$ cat src/hw/rtl/cbq_pkg.sv
`default_nettype none
package cbq_pkg;

  // sizes
  localparam int STAGES          = 8;
  localparam int COEFS_PER_STAGE = 5;
  localparam int COEF_FRAC       = 28;
  localparam int COEF_DEPTH      = STAGES * COEFS_PER_STAGE;
  localparam int COEF_AW         = $clog2(COEF_DEPTH);
  localparam int STAGE_W         = (STAGES > 1) ? $clog2(STAGES) : 1;
  localparam int DLY_DEPTH       = STAGES * 2;
  localparam int DLY_AW          = STAGE_W + 1;
  localparam int CNT_W           = $clog2(STAGES + 1);
  localparam int ACC_W           = 40;

  localparam logic signed [31:0] COEF_ONE = 32'sd1 <<< COEF_FRAC;

  // action codes
  localparam logic [1:0] ACT_FILTER = 2'd0;
  localparam logic [1:0] ACT_WRITE  = 2'd1;
  localparam logic [1:0] ACT_CLEAR  = 2'd2;

  // coefficient slots within a stage
  localparam logic [2:0] COEF_B0 = 3'd0;
  localparam logic [2:0] COEF_B1 = 3'd1;
  localparam logic [2:0] COEF_B2 = 3'd2;
  localparam logic [2:0] COEF_A1 = 3'd3;
  localparam logic [2:0] COEF_A2 = 3'd4;

  // sequencer states
  typedef enum logic [3:0] {
    ST_IDLE,
    ST_FETCH,
    ST_A1,
    ST_A2,
    ST_B1,
    ST_B2,
    ST_B0,
    ST_SUM,
    ST_FIN
  } state_t;

  // multiplier data operand
  typedef enum logic [1:0] {
    SRC_DLY,
    SRC_W1,
    SRC_W2,
    SRC_W
  } mul_src_t;

  // accumulator operation
  typedef enum logic [2:0] {
    ACC_HOLD,
    ACC_X_SUB,
    ACC_SUB,
    ACC_LOAD,
    ACC_ADD
  } acc_op_t;

  // sequencer to datapath controls
  typedef struct packed {
    logic     load_x;
    mul_src_t mul_src;
    acc_op_t  acc_op;
    logic     cap_w1;
    logic     cap_w2;
    logic     cap_w;
    logic     fin_x;
  } dp_ctrl_t;

  // saturate accumulator to 32 bits, msb is the clip flag
  function automatic logic [32:0] sat32(input logic signed [ACC_W-1:0] v);
    logic [32:0] r;
    if ((&v[ACC_W-1:31]) || !(|v[ACC_W-1:31])) begin
      r = {1'b0, v[31:0]};
    end else begin
      r = {1'b1, v[ACC_W-1] ? 32'h8000_0000 : 32'h7fff_ffff};
    end
    return r;
  endfunction

  // saturate 32-bit data to 24 bits, msb is the clip flag
  function automatic logic [24:0] sat24(input logic signed [31:0] v);
    logic [24:0] r;
    if ((&v[31:23]) || !(|v[31:23])) begin
      r = {1'b0, v[23:0]};
    end else begin
      r = {1'b1, v[31] ? 24'h80_0000 : 24'h7f_ffff};
    end
    return r;
  endfunction

endpackage
`default_nettype wire

$ cat src/hw/rtl/cbq_ram.sv
`default_nettype none
module cbq_ram #(
  parameter int DEPTH = 16,
  parameter int AW    = 4,
  parameter int WIDTH = 32
) (
  input  wire logic             clk,
  input  wire logic             wr_en,
  input  wire logic [AW-1:0]    wr_addr,
  input  wire logic [WIDTH-1:0] wr_data,
  input  wire logic [AW-1:0]    rd_addr,
  output logic      [WIDTH-1:0] rd_data
);

  logic [WIDTH-1:0] mem [DEPTH];
  logic [WIDTH-1:0] rd_data_r;

  // write port
  always_ff @(posedge clk) begin
    if (wr_en) begin
      mem[wr_addr] <= wr_data;
    end
  end

  // registered read port
  always_ff @(posedge clk) begin
    rd_data_r <= mem[rd_addr];
  end

  assign rd_data = rd_data_r;

endmodule
`default_nettype wire

$ cat src/hw/rtl/cbq_coef_store.sv
`default_nettype none
module cbq_coef_store (
  input  wire logic                         clk,
  input  wire logic                         rst_n,
  input  wire logic                         wr_en,
  input  wire logic [cbq_pkg::COEF_AW-1:0]  wr_addr,
  input  wire logic signed [31:0]           wr_data,
  input  wire logic [cbq_pkg::COEF_AW-1:0]  rd_addr,
  input  wire logic                         rd_b0,
  output logic signed [31:0]                rd_data
);
  import cbq_pkg::*;

  logic [COEF_DEPTH-1:0] vld_r;
  logic [COEF_DEPTH-1:0] vld_nxt;
  logic                  vld_q_r;
  logic                  b0_q_r;
  logic [31:0]           ram_q;

  cbq_ram #(
    .DEPTH (COEF_DEPTH),
    .AW    (COEF_AW),
    .WIDTH (32)
  ) u_ram (
    .clk     (clk),
    .wr_en   (wr_en),
    .wr_addr (wr_addr),
    .wr_data (wr_data),
    .rd_addr (rd_addr),
    .rd_data (ram_q)
  );

  // written marks, unwritten entries read as the transparent filter
  always_comb begin
    vld_nxt = vld_r;
    if (wr_en) begin
      vld_nxt[wr_addr] = 1'b1;
    end
  end

  always_ff @(posedge clk) begin
    if (!rst_n) begin
      vld_r <= '0;
    end else begin
      vld_r <= vld_nxt;
    end
  end

  // mark and slot type are registered alongside the ram read, so they line up with its data
  always_ff @(posedge clk) begin
    vld_q_r <= vld_r[rd_addr];
    b0_q_r  <= rd_b0;
  end

  assign rd_data = vld_q_r ? signed'(ram_q) : (b0_q_r ? COEF_ONE : 32'sd0);

endmodule
`default_nettype wire

$ cat src/hw/rtl/cbq_delay_store.sv
`default_nettype none
module cbq_delay_store (
  input  wire logic                        clk,
  input  wire logic                        rst_n,
  input  wire logic                        clr,
  input  wire logic                        wr_en,
  input  wire logic [cbq_pkg::DLY_AW-1:0]  wr_addr,
  input  wire logic signed [31:0]          wr_data,
  input  wire logic [cbq_pkg::DLY_AW-1:0]  rd_addr,
  output logic signed [31:0]               rd_data
);
  import cbq_pkg::*;

  logic [DLY_DEPTH-1:0] vld_r;
  logic [DLY_DEPTH-1:0] vld_nxt;
  logic                 vld_q_r;
  logic [31:0]          ram_q;

  cbq_ram #(
    .DEPTH (DLY_DEPTH),
    .AW    (DLY_AW),
    .WIDTH (32)
  ) u_ram (
    .clk     (clk),
    .wr_en   (wr_en),
    .wr_addr (wr_addr),
    .wr_data (wr_data),
    .rd_addr (rd_addr),
    .rd_data (ram_q)
  );

  // written marks, a clear drops them all at once
  always_comb begin
    vld_nxt = vld_r;
    if (clr) begin
      vld_nxt = '0;
    end else if (wr_en) begin
      vld_nxt[wr_addr] = 1'b1;
    end
  end

  always_ff @(posedge clk) begin
    if (!rst_n) begin
      vld_r <= '0;
    end else begin
      vld_r <= vld_nxt;
    end
  end

  always_ff @(posedge clk) begin
    vld_q_r <= vld_r[rd_addr];
  end

  assign rd_data = vld_q_r ? signed'(ram_q) : 32'sd0;

endmodule
`default_nettype wire

$ cat src/hw/rtl/cbq_mac.sv
`default_nettype none
module cbq_mac (
  input  wire logic               clk,
  input  wire cbq_pkg::dp_ctrl_t  ctrl,
  input  wire logic signed [23:0] sample,
  input  wire logic signed [31:0] coef,
  input  wire logic signed [31:0] dly,
  output logic signed [31:0]      w1,
  output logic signed [31:0]      w,
  output logic signed [31:0]      x,
  output logic                    clip
);
  import cbq_pkg::*;

  logic signed [63:0]      prod_r;
  logic signed [ACC_W-1:0] acc_r;
  logic signed [ACC_W-1:0] acc_nxt;
  logic signed [31:0]      w1_r;
  logic signed [31:0]      w2_r;
  logic signed [31:0]      w_r;
  logic signed [31:0]      x_r;
  logic                    clip_r;
  logic signed [31:0]      mul_b;
  logic signed [ACC_W-1:0] term;
  logic signed [ACC_W-1:0] acc_sum;
  logic [32:0]             w_sat;
  logic [32:0]             y_sat;

  // data operand of the multiplier
  always_comb begin
    unique case (ctrl.mul_src)
      SRC_DLY: mul_b = dly;
      SRC_W1:  mul_b = w1_r;
      SRC_W2:  mul_b = w2_r;
      SRC_W:   mul_b = w_r;
      default: mul_b = dly;
    endcase
  end

  // product scaled back by the coefficient fraction, floor rounding
  assign term    = ACC_W'(signed'(prod_r[63:COEF_FRAC]));
  assign acc_sum = acc_r + term;
  assign w_sat   = sat32(acc_r);
  assign y_sat   = sat32(acc_sum);

  always_comb begin
    unique case (ctrl.acc_op)
      ACC_HOLD:  acc_nxt = acc_r;
      ACC_X_SUB: acc_nxt = ACC_W'(x_r) - term;
      ACC_SUB:   acc_nxt = acc_r - term;
      ACC_LOAD:  acc_nxt = term;
      ACC_ADD:   acc_nxt = acc_sum;
      default:   acc_nxt = acc_r;
    endcase
  end

  // multiply register and accumulator
  always_ff @(posedge clk) begin
    prod_r <= coef * mul_b;
    acc_r  <= acc_nxt;
  end

  // stage data registers
  always_ff @(posedge clk) begin
    if (ctrl.cap_w1) begin
      w1_r <= dly;
    end
    if (ctrl.cap_w2) begin
      w2_r <= dly;
    end
    if (ctrl.cap_w) begin
      w_r <= signed'(w_sat[31:0]);
    end
    if (ctrl.load_x) begin
      x_r <= 32'(sample);
    end else if (ctrl.fin_x) begin
      x_r <= signed'(y_sat[31:0]);
    end
  end

  // sticky clip flag for the current sample
  always_ff @(posedge clk) begin
    if (ctrl.load_x) begin
      clip_r <= 1'b0;
    end else if (ctrl.cap_w) begin
      clip_r <= clip_r | w_sat[32];
    end else if (ctrl.fin_x) begin
      clip_r <= clip_r | y_sat[32];
    end
  end

  assign w1   = w1_r;
  assign w    = w_r;
  assign x    = x_r;
  assign clip = clip_r;

endmodule
`default_nettype wire

$ cat src/hw/rtl/cascaded_biquad_iir_filter.sv
`default_nettype none
// channel  direction  transfer when          payload
// in_      input      in_valid & in_ready    action, sample, last mark, coefficient write
// out_     output     out_valid & out_ready  filtered sample, last mark, saturated
// cfg_     input      cfg_wr_en              active_stages
//
// a coefficient write or a delay clear completes at its transfer
// a sample runs from transfer to result register: fetch, then for each of n active
// stages five products and a summing step, then the final step; with none, only the final step
// rst_n is synchronous; coefficients read as the transparent filter and
// delays read as zero until written
// a held result stalls only the next sample at its final step
module cascaded_biquad_iir_filter (
  input  wire logic               clk,
  input  wire logic               rst_n,
  input  wire logic               in_valid,
  output logic                    in_ready,
  input  wire logic [1:0]         in_action,
  input  wire logic signed [23:0] in_sample_in,
  input  wire logic               in_last_in_buffer,
  input  wire logic [2:0]         in_stage_select,
  input  wire logic [2:0]         in_coef_select,
  input  wire logic signed [31:0] in_coef_value,
  output logic                    out_valid,
  input  wire logic               out_ready,
  output logic signed [23:0]      out_sample_out,
  output logic                    out_last_out,
  output logic                    out_saturated,
  input  wire logic               cfg_wr_en,
  input  wire logic [3:0]         cfg_wr_data
);
  import cbq_pkg::*;

  state_t             state_r;
  state_t             state_nxt;
  logic [3:0]         active_stages_r;
  logic [STAGE_W-1:0] stage_r;
  logic [STAGE_W-1:0] stage_nxt;
  logic [STAGE_W-1:0] last_stage_r;
  logic [COEF_AW-1:0] base_r;
  logic [COEF_AW-1:0] base_nxt;
  logic               last_r;
  logic               out_valid_r;
  logic signed [23:0] out_sample_r;
  logic               out_last_r;
  logic               out_sat_r;

  logic               accept;
  logic               out_load;
  logic [CNT_W-1:0]   n_stages;
  logic               coef_wr_en;
  logic [COEF_AW-1:0] coef_wr_addr;
  logic [COEF_AW-1:0] rd_base;
  logic [STAGE_W-1:0] rd_stage;
  logic [2:0]         coef_slot;
  logic [COEF_AW-1:0] coef_rd_addr;
  logic               dly_rd_hi;
  logic [DLY_AW-1:0]  dly_rd_addr;
  logic               dly_wr_en;
  logic               dly_wr_hi;
  logic               dly_wr_w;
  logic [DLY_AW-1:0]  dly_wr_addr;
  logic signed [31:0] dly_wr_data;
  logic               dly_clr;
  dp_ctrl_t           ctrl;

  logic signed [31:0] coef_q;
  logic signed [31:0] dly_q;
  logic signed [31:0] dp_w1;
  logic signed [31:0] dp_w;
  logic signed [31:0] dp_x;
  logic               dp_clip;
  logic [24:0]        out_sat;

  assign accept = in_valid && in_ready;

  // stages in use, capped at the built depth
  assign n_stages = (32'(active_stages_r) > STAGES) ? CNT_W'(STAGES) : CNT_W'(active_stages_r);

  // coefficient write on transfer, out of range writes dropped
  assign coef_wr_en   = accept && (in_action == ACT_WRITE)
                        && (32'(in_stage_select) < STAGES) && (in_coef_select <= COEF_A2);
  assign coef_wr_addr = COEF_AW'(32'(in_stage_select) * COEFS_PER_STAGE
                                 + 32'(in_coef_select));
  assign dly_clr      = accept && (in_action == ACT_CLEAR);

  // sequencer: next state, memory addresses and datapath controls
  always_comb begin
    state_nxt     = state_r;
    stage_nxt     = stage_r;
    base_nxt      = base_r;
    in_ready      = 1'b0;
    out_load      = 1'b0;
    rd_base       = base_r;
    rd_stage      = stage_r;
    coef_slot     = COEF_A1;
    dly_rd_hi     = 1'b0;
    dly_wr_en     = 1'b0;
    dly_wr_hi     = 1'b0;
    dly_wr_w      = 1'b0;
    ctrl          = '0;
    ctrl.mul_src  = SRC_DLY;
    ctrl.acc_op   = ACC_HOLD;
    unique case (state_r)
      ST_IDLE: begin
        in_ready  = 1'b1;
        stage_nxt = '0;
        base_nxt  = '0;
        if (in_valid && (in_action == ACT_FILTER)) begin
          ctrl.load_x = 1'b1;
          state_nxt   = (n_stages == '0) ? ST_FIN : ST_FETCH;
        end
      end
      ST_FETCH: begin
        coef_slot = COEF_A1;
        state_nxt = ST_A1;
      end
      ST_A1: begin
        ctrl.mul_src = SRC_DLY;
        ctrl.cap_w1  = 1'b1;
        coef_slot    = COEF_A2;
        dly_rd_hi    = 1'b1;
        state_nxt    = ST_A2;
      end
      ST_A2: begin
        ctrl.mul_src = SRC_DLY;
        ctrl.cap_w2  = 1'b1;
        ctrl.acc_op  = ACC_X_SUB;
        coef_slot    = COEF_B1;
        state_nxt    = ST_B1;
      end
      ST_B1: begin
        ctrl.mul_src = SRC_W1;
        ctrl.acc_op  = ACC_SUB;
        coef_slot    = COEF_B2;
        state_nxt    = ST_B2;
      end
      ST_B2: begin
        ctrl.mul_src = SRC_W2;
        ctrl.cap_w   = 1'b1;
        ctrl.acc_op  = ACC_LOAD;
        coef_slot    = COEF_B0;
        dly_wr_en    = 1'b1;
        dly_wr_hi    = 1'b1;
        state_nxt    = ST_B0;
      end
      ST_B0: begin
        ctrl.mul_src = SRC_W;
        ctrl.acc_op  = ACC_ADD;
        dly_wr_en    = 1'b1;
        dly_wr_w     = 1'b1;
        state_nxt    = ST_SUM;
      end
      ST_SUM: begin
        ctrl.fin_x = 1'b1;
        if (stage_r == last_stage_r) begin
          state_nxt = ST_FIN;
        end else begin
          // overlap the first reads of the next stage
          rd_base   = base_r + COEF_AW'(COEFS_PER_STAGE);
          rd_stage  = stage_r + STAGE_W'(1);
          coef_slot = COEF_A1;
          stage_nxt = rd_stage;
          base_nxt  = rd_base;
          state_nxt = ST_A1;
        end
      end
      ST_FIN: begin
        if (!out_valid_r || out_ready) begin
          out_load  = 1'b1;
          state_nxt = ST_IDLE;
        end
      end
      default: begin
        state_nxt = ST_IDLE;
      end
    endcase
  end

  assign coef_rd_addr = rd_base + COEF_AW'(coef_slot);
  assign dly_rd_addr  = {rd_stage, dly_rd_hi};
  assign dly_wr_addr  = {stage_r, dly_wr_hi};
  assign dly_wr_data  = dly_wr_w ? dp_w : dp_w1;

  // control registers
  always_ff @(posedge clk) begin
    if (!rst_n) begin
      state_r         <= ST_IDLE;
      active_stages_r <= 4'd1;
      out_valid_r     <= 1'b0;
    end else begin
      state_r <= state_nxt;
      if (cfg_wr_en) begin
        active_stages_r <= cfg_wr_data;
      end
      if (out_load) begin
        out_valid_r <= 1'b1;
      end else if (out_ready) begin
        out_valid_r <= 1'b0;
      end
    end
  end

  // stage position and per sample data
  always_ff @(posedge clk) begin
    stage_r <= stage_nxt;
    base_r  <= base_nxt;
    if (accept) begin
      last_r       <= in_last_in_buffer;
      last_stage_r <= STAGE_W'(n_stages - CNT_W'(1));
    end
  end

  // result register
  assign out_sat = sat24(dp_x);

  always_ff @(posedge clk) begin
    if (out_load) begin
      out_sample_r <= signed'(out_sat[23:0]);
      out_last_r   <= last_r;
      out_sat_r    <= dp_clip | out_sat[24];
    end
  end

  assign out_valid      = out_valid_r;
  assign out_sample_out = out_sample_r;
  assign out_last_out   = out_last_r;
  assign out_saturated  = out_sat_r;

  cbq_coef_store u_coef (
    .clk     (clk),
    .rst_n   (rst_n),
    .wr_en   (coef_wr_en),
    .wr_addr (coef_wr_addr),
    .wr_data (in_coef_value),
    .rd_addr (coef_rd_addr),
    .rd_b0   (coef_slot == COEF_B0),
    .rd_data (coef_q)
  );

  cbq_delay_store u_dly (
    .clk     (clk),
    .rst_n   (rst_n),
    .clr     (dly_clr),
    .wr_en   (dly_wr_en),
    .wr_addr (dly_wr_addr),
    .wr_data (dly_wr_data),
    .rd_addr (dly_rd_addr),
    .rd_data (dly_q)
  );

  cbq_mac u_mac (
    .clk    (clk),
    .ctrl   (ctrl),
    .sample (in_sample_in),
    .coef   (coef_q),
    .dly    (dly_q),
    .w1     (dp_w1),
    .w      (dp_w),
    .x      (dp_x),
    .clip   (dp_clip)
  );

endmodule
`default_nettype wire
$ cat config.mk
export PLATFORM = sky130hd
export DESIGN_NAME = cascaded_biquad_iir_filter
export DESIGN_NICKNAME = d
export VERILOG_FILES = /design/src/hw/rtl/cbq_pkg.sv /design/src/hw/rtl/cbq_ram.sv /design/src/hw/rtl/cbq_coef_store.sv /design/src/hw/rtl/cbq_delay_store.sv /design/src/hw/rtl/cbq_mac.sv /design/src/hw/rtl/cascaded_biquad_iir_filter.sv
export SDC_FILE = /design/constraint.sdc
export NUM_CORES = 2
export LEC_CHECK = 0
export BUFFER_PORTS_ARGS = -buffer_cell sky130_fd_sc_hd__buf_2
export CORE_MARGIN = 2
export CORE_UTILIZATION = 30
export CTS_CLUSTER_SIZE = 10
export DETAILED_ROUTE_END_ITERATION = 10
export GPL_TIMING_DRIVEN = 0
export PLACE_DENSITY_LB_ADDON = 0.15
export SETUP_SLACK_MARGIN = 0.1
export SYNTH_ARGS = -nofsm -noshare
export SYNTH_HDL_FRONTEND = slang
export SYNTH_SLANG_ARGS = --single-unit
$ cat constraint.sdc
create_clock -name clk -period 27.3 [get_ports clk]
set_clock_uncertainty 0.2 [all_clocks]
set_input_delay 4.095 -clock clk [delete_from_list [all_inputs] [get_ports clk]]
set_output_delay 4.095 -clock clk [all_outputs]
set_load 0.05 [all_outputs]
Yosys cells after proc, flatten, opt, wreduce, memory -nomap -nowiden --
Memories as Yosys holds them, arrays and structs flattened. A register that Yosys moved wholly into a read port is not among the register bits. Cells that the tools add are included.
Operators by class: equal/unequal tests 20, reduce and logical (&&, ||, !) cells 34, muxes and demuxes 56, $mul 2, $lt $le $gt $ge 8, bitwise gates (word level) 6, add/subtract/negate cells 8
Operators with widths (number):
- 32-bit 2-to-1 mux | 7
- 40-bit case mux with 4 select lines | 1
- 32-bit case mux with 4 select lines | 1
- 33-bit 2-to-1 mux | 2
- 32-bit by 32-bit multiplier with 64-bit output | 1
- 40-bit by 36-bit adder with 40-bit output | 1
- 40-bit bitwise OR | 1
- 40-bit by 36-bit subtractor with 40-bit output | 1
- 32-bit by 36-bit subtractor with 37-bit output | 1
- 4-bit case mux with 9 select lines | 1
- 29-bit 2-to-1 mux | 1
- 9-bit AND reduction | 3
- 9-bit OR reduction | 3
- 25-bit 2-to-1 mux | 1
- 24-bit 2-to-1 mux | 1
- 3-bit case mux with 4 select lines | 2
- 1-bit 2-to-1 mux | 23
- 4-bit 2-to-1 mux | 5
- 4-bit by 3-bit == test with 1-bit output, second input constant | 4
- 16-bit bitwise OR | 1
- 6-bit by 7-bit less-than comparator with 1-bit output, second input constant | 2
- 6-bit by 3-bit adder with 6-bit output | 2
- 6-bit 2-to-1 mux | 2
- 6-bit case mux with 2 select lines | 1
- 38 further kinds | 66
Word-level totals: bits in registers 340, word-level logic and storage cells 158, memory bits (writable) 1792, memories kept 2, output and inout port bits 28
Memories:
- u_coef.u_ram.mem | depth 40, bits a word 32, rd ports 1, clocked after Yosys merged registers in 1, write ports 1, line cbq_ram.sv:15 | logic [WIDTH-1:0] mem [DEPTH];
- u_dly.u_ram.mem | depth 16, bits a word 32, rd ports 1, clocked after Yosys merged registers in 1, write ports 1, line cbq_ram.sv:15

Longest topological paths before layout --
depth in word-level cells 8, depth in mapped cells 37

By module --
A second synthesis with hierarchy kept.
Second synthesis, totals: cells, all modules 9181, area, all modules 126727.8 um^2
Modules (own cells, without submodules):
- cbq_ram at u_coef.u_ram | area an instance 50617.3 um^2, cells each 2562, instances 1
- cbq_mac | area an instance 50193.1 um^2, cells each 5178, instances 1
- cbq_ram at u_dly.u_ram | area an instance 19854.0 um^2, cells each 838, instances 1
- cascaded_biquad_iir_filter | area an instance 3078.0 um^2, cells each 275, instances 1
- cbq_coef_store | area an instance 2069.5 um^2, cells each 223, instances 1
- cbq_delay_store | area an instance 915.9 um^2, cells each 105, instances 1

Worst setup path before layout --
OpenSTA, ideal clock, no wires.
kind register to register, from register state_r[1], to register u_mac.prod_r[63], arrival 9283 ps, data required time 26980 ps, buffers on the path 6, cell stages (with the launch flop) 34, path slack 17696 ps, setup time 120 ps, cell sequence dfxtp_1 > buf_2 > buf_4 > clkbuf_1 > buf_1 > mux2i_1 > a221oi_1 > clkbuf_1 > nand2_1 > inv_1 > fa_1 > fa_1 > fa_1 > fa_1 > inv_1 > fa_1 > inv_1 > fa_1 > inv_1 > fa_1 > inv_1 > fa_1 > ha_1 > clkbuf_1 > a21oi_1 > o21ai_0 > a221o_1 > a21oi_1 > nand3_1 > a211oi_1 > nor3_1 > a211o_1 > a21oi_1 > xnor2_1
Between the ends: word-level cells in the longest chain between the ends 5, elaborated cells on any way between the ends 10, classes of those cells 1 x mul; 6 x eq/ne; 2 x mux; 1 x reduce/logical
RTL lines:
- start, declared | line cascaded_biquad_iir_filter.sv:34 | state_t state_r;
- start signal, assigned | line cascaded_biquad_iir_filter.sv:192 | state_r <= state_nxt;
- 4-bit by 3-bit == test with 1-bit output | line cascaded_biquad_iir_filter.sv:104 | unique case (state_r)
- 2-bit case mux with 3 select lines (*) | line cascaded_biquad_iir_filter.sv:104
- 2-bit == test, or another cell as far along | line cbq_mac.sv:31 | unique case (ctrl.mul_src)
- 32-bit case mux with 4 select lines (*) | line cbq_mac.sv:31
- 32-bit by 32-bit multiplier with 64-bit output (*) | line cbq_mac.sv:59 | prod_r <= coef * mul_b;
- end signal, assigned | line cbq_mac.sv:59
- end, declared | line cbq_mac.sv:15 | logic signed [63:0] prod_r;
Every way passes the cells marked *; elsewhere a longest branch is shown, timed or not. A chain may end at the register's enable or synchronous reset.

Worst setup path in the final report --
from register state_r[0], to register u_mac.prod_r[63]
The elaborated chain is that of the path after synthesis.

==> summary.md <==
| Metric | Value |
|---|---|
| Most used cell, CP | fa_1 |
| Post-synth ARST share | 0 |
| DR iter-0 viols | 7395 |
| Critical path endpoint category | flip-flop |
| Clock Power Share | 0.216 |
| Crit path DAT | between 10 and 15 ns |
| Peak Freq | slightly above 70 MHz |
| Failing checks | max-capacitance violations, max-slew violations |
| Core ar. | ~0.42 sq mm |
| Sequential Power Share | 0.259 |
| Final net count | ~11k |
| Net Switching | 6660 uW |
| CTS tree | built |
| Leak Pwr | 0.0526 uW |
| Setup violations, final | 0 |
| Die Ht | roughly 650 um |
| Max-slew violations | 11 |
| Max-Cap Viols | 2 |
| Hold Vio Cnt, Final | 0 |
| Clk root buf | clkbuf_16 |
| Placed Cells incl. Taps | 14.9k |
| Fraction of layout cells with a size suffix above 1 | 0.126 |
| CP delay by family, top | adder cells |
| Total GRT Usage | 0.202 |
| Initial antenna violation count | 37 |
| Clock Latency Late Sink | just over 0.9 ns |
| Number of cell rows | roughly 240 |
| Yosys warnings | 0 |
| Area delta synth->final | 14.2% |
| Worst path bufs/invs | 5 |
| Routed via count | ~78k |
| Worst Setup Path Type | flip-flop to flip-flop |
| TritonCTS Buffers | approximately 270 |
| Slowest-stage cell, CP | a211oi_2 |
| Crit path max fanout | 10 |
| Synth Net Count | roughly 11k |
| CTS clock-pin slew for the worst setup and hold paths | roughly 0.06 ns |
| Vias in the first global route | a little over 80k |
| Peak supply drop | 0.0692 mV |
| Hold crit path type | flip-flop to flip-flop |
| Startpoint Class | flip-flop |
| Setup_tns | 0 ns |
| Synthesized area per cell | 13.6 sq um |
| Worst EP required | 27.78 ns |
| Fill cells | approximately 41k |
| Die Wd | 651 um |
| Worst-Margin Slew | approximately 1.5 ns |
| Grt ovf | 0 |
| Netlist Area Pre-Place | 0.125 sq mm |
| Wire per inst | 28.1 um |
| DRC viols | 0 |
| Post-CTS setup buffers | 0 |
| Crit path time final | ~14 ns |
| CP peak stage delay | ~1.1 ns |
| PwrDens | 107 mW/mm^2 |
| RSZ-0062 raised after global routing | no |
| Cell variety after synth | 105 |
| CTS Hold Buffers Added | 0 |
| Initial DRT Pass Iterations | 6 |
| Largest net degree at the start of global routing | between 40 and 50 |
| Comb pwr share | 0.525 |
| Post-synth EDFFs | 1999 |
| Post-synthesis sequential area ratio | 0.505 |
| Routed Antenna Nets | 0 |
| FF+latch count, synth | around 2.2k |
| Die area | about 0.42 sq mm |
| Headroom to the max-slew limit | -0.0311 |
| CTS Sinks | between 2k and 2.5k |
| Core Util, Final | 0.344 |
| Htree depth | 5 |
| Starting Density | 0.301 |
| Sw Ratio | 0.433 |
| Final worst path period share | 0.520 |
| Layout Cells excl Fill | about 15k |
| Cells after Synth | between 9k and 10k |
| Int Pwr | 8720 uW |
| Global placement routability congestion | 0.949 |
| Max clock buf depth | 4 |
| PortBufs | between 90 and 100 |
| Routed wire length | about 430 mm |
| Final HPWL from detailed placement | approximately 330 mm |
| Main synth FF type | edfxtp_1 |
| Vias per inst | 5.10 |
| Number of gates resized after cts | 0 |
| I/O Pins | 102 |
| First-pass GRT wire length | around 600 mm |
| Run status | finished, violations left |
cell usage after synthesis, types with 13 or more instances:
cell type	number	area, sq um
nand3_1	46	230
ha_1	309	3870
mux2i_1	168	1680
a22oi_1	13	97.6
o221ai_1	31	272
nor3_1	70	350
buf_4	15	113
or3_1	17	106
nand2b_1	46	288
a211o_1	14	123
a211oi_1	176	1320
buf_1	43	161
dfxtp_1	169	3380
nor2_1	743	2790
clkbuf_1	407	1530
o22ai_1	16	100
mux4_2	426	9590
a21o_1	124	931
o21bai_1	16	120
o21a_1	75	563
mux2_2	28	315
or2_2	18	113
a311oi_1	39	342
buf_2	56	280
inv_1	1055	3960
a31oi_1	88	551
nor2b_1	74	463
o21ai_0	129	646
nand4_1	22	138
xnor2_1	102	893
a21oi_1	206	1030
xor2_1	54	473
fa_1	1086	21700
o31ai_1	17	128
and2_1	170	1060
o221a_2	16	180
edfxtp_1	1999	60000
nand2_1	908	3410
area by class of cell:
class	count	area [sq um]	share of cell area
plain buffers	525	2120	0.0148
flip-flops and latches	2168	63400	0.442
multi-input cells	5461	56500	0.394
repair buffers	208	2390	0.0167
clock inverters	45	509	0.00355
diodes	23	57.6	0.000402
inverters	1063	3990	0.0279
well taps	5497	6880	0.0480
clock buffers	383	7470	0.0521
final timing paths:
kind,slack [ns],to,cells past startpoint,from
setup / recovery,13.11,u_mac.prod_r[63]$_DFF_P_,28,state_r[0]$_SDFFE_PN0P_
hold / removal,0.22,out_last_out$_DFFE_PP_,0,last_r$_DFFE_PP_
setup reg to reg,13.11,u_mac.prod_r[63]$_DFF_P_,28,state_r[0]$_SDFFE_PN0P_
hold reg to reg,0.22,out_last_out$_DFFE_PP_,0,last_r$_DFFE_PP_
sequential cells by signal, indices dropped and copies added (netlist names), 6 cells and up:
name                  count
u_dly.u_ram.mem         512
u_mac.x                  32
u_mac.w1                 32
out_sample_out           24
u_coef.vld_r             40
base_r                    6
u_coef.u_ram.rd_data     32
u_coef.u_ram.mem       1280
u_mac.prod_r             36
u_mac.w                  32
u_mac.w2_r               32
u_dly.u_ram.rd_data      32
u_mac.acc_r              40
u_dly.vld_r              16
worst register-to-register path: cells and delay by family, from the launching register on:
family                     cells  cell delay (ns)
adders and majority gates      9             4.61
AOI/OAI and AO/OA             10             4.24
buffers and inverters          5             3.08
and+or+nand+nor                3             1.27
DFF                            1             0.36
xor gates and xnor gates       1             0.28
layout by cell type (no fill, tap or decap), types with 168 or more instances in the layout:
master	n
fa_1	1085
mux4_2	426
dfxtp_1	169
ha_1	309
mux2i_1	168
nand2_1	907
and2_1	170
clkbuf_16	280
a21oi_1	206
nor2_1	694
clkbuf_1	501
edfxtp_1	1999
inv_1	1055
a211oi_1	176
power by group through the flow:
stage / sequential [uW] / clock, uW / combinational (uW)
4_1_cts: 3980 / 3400 / 8160
5_1_grt: 3990 / 3520 / 8760
6_report: 3980 / 3320 / 8080
3_5_place_dp: 4050 / 0 / 8100
3_3_place_gp: 4050 / 0 / 8040
2_1_floorplan: 3960 / 0 / 5080
cell families after synthesis:
group	Yosys count	share of synthesized area
mux	623	0.0925
buf+inv	1588	0.0487
flops	2168	0.505
compound gates	1102	0.0621
xor+xnor	157	0.0111
simple gates	2184	0.0761
fa+ha+maj	1395	0.204
stage by stage:
stage	setup slack (ns)	area [sq um]	total power [uW]	hold WS [ns]
2_1_floorplan	17.70	125000	9040	0.200
3_3_place_gp	12.76	133000	12100	0.206
3_5_place_dp	13.36	135000	12200	0.205
4_1_cts	13.28	143000	15500	0.219
5_1_grt	13.11	143000	16300	0.248
6_report	13.11	143000	15400	0.219
per-layer routing:
metal	GRT usage	share of wire	vias to the layer above
met5	0.00181	0.00053	-
met4	0.0590	0.032	20
met3	0.0313	0.063	617
met2	0.324	0.46	2726
met1	0.282	0.44	41700
li1	-	-	33300
No activity file was read; power rests on OpenSTA's default activity.
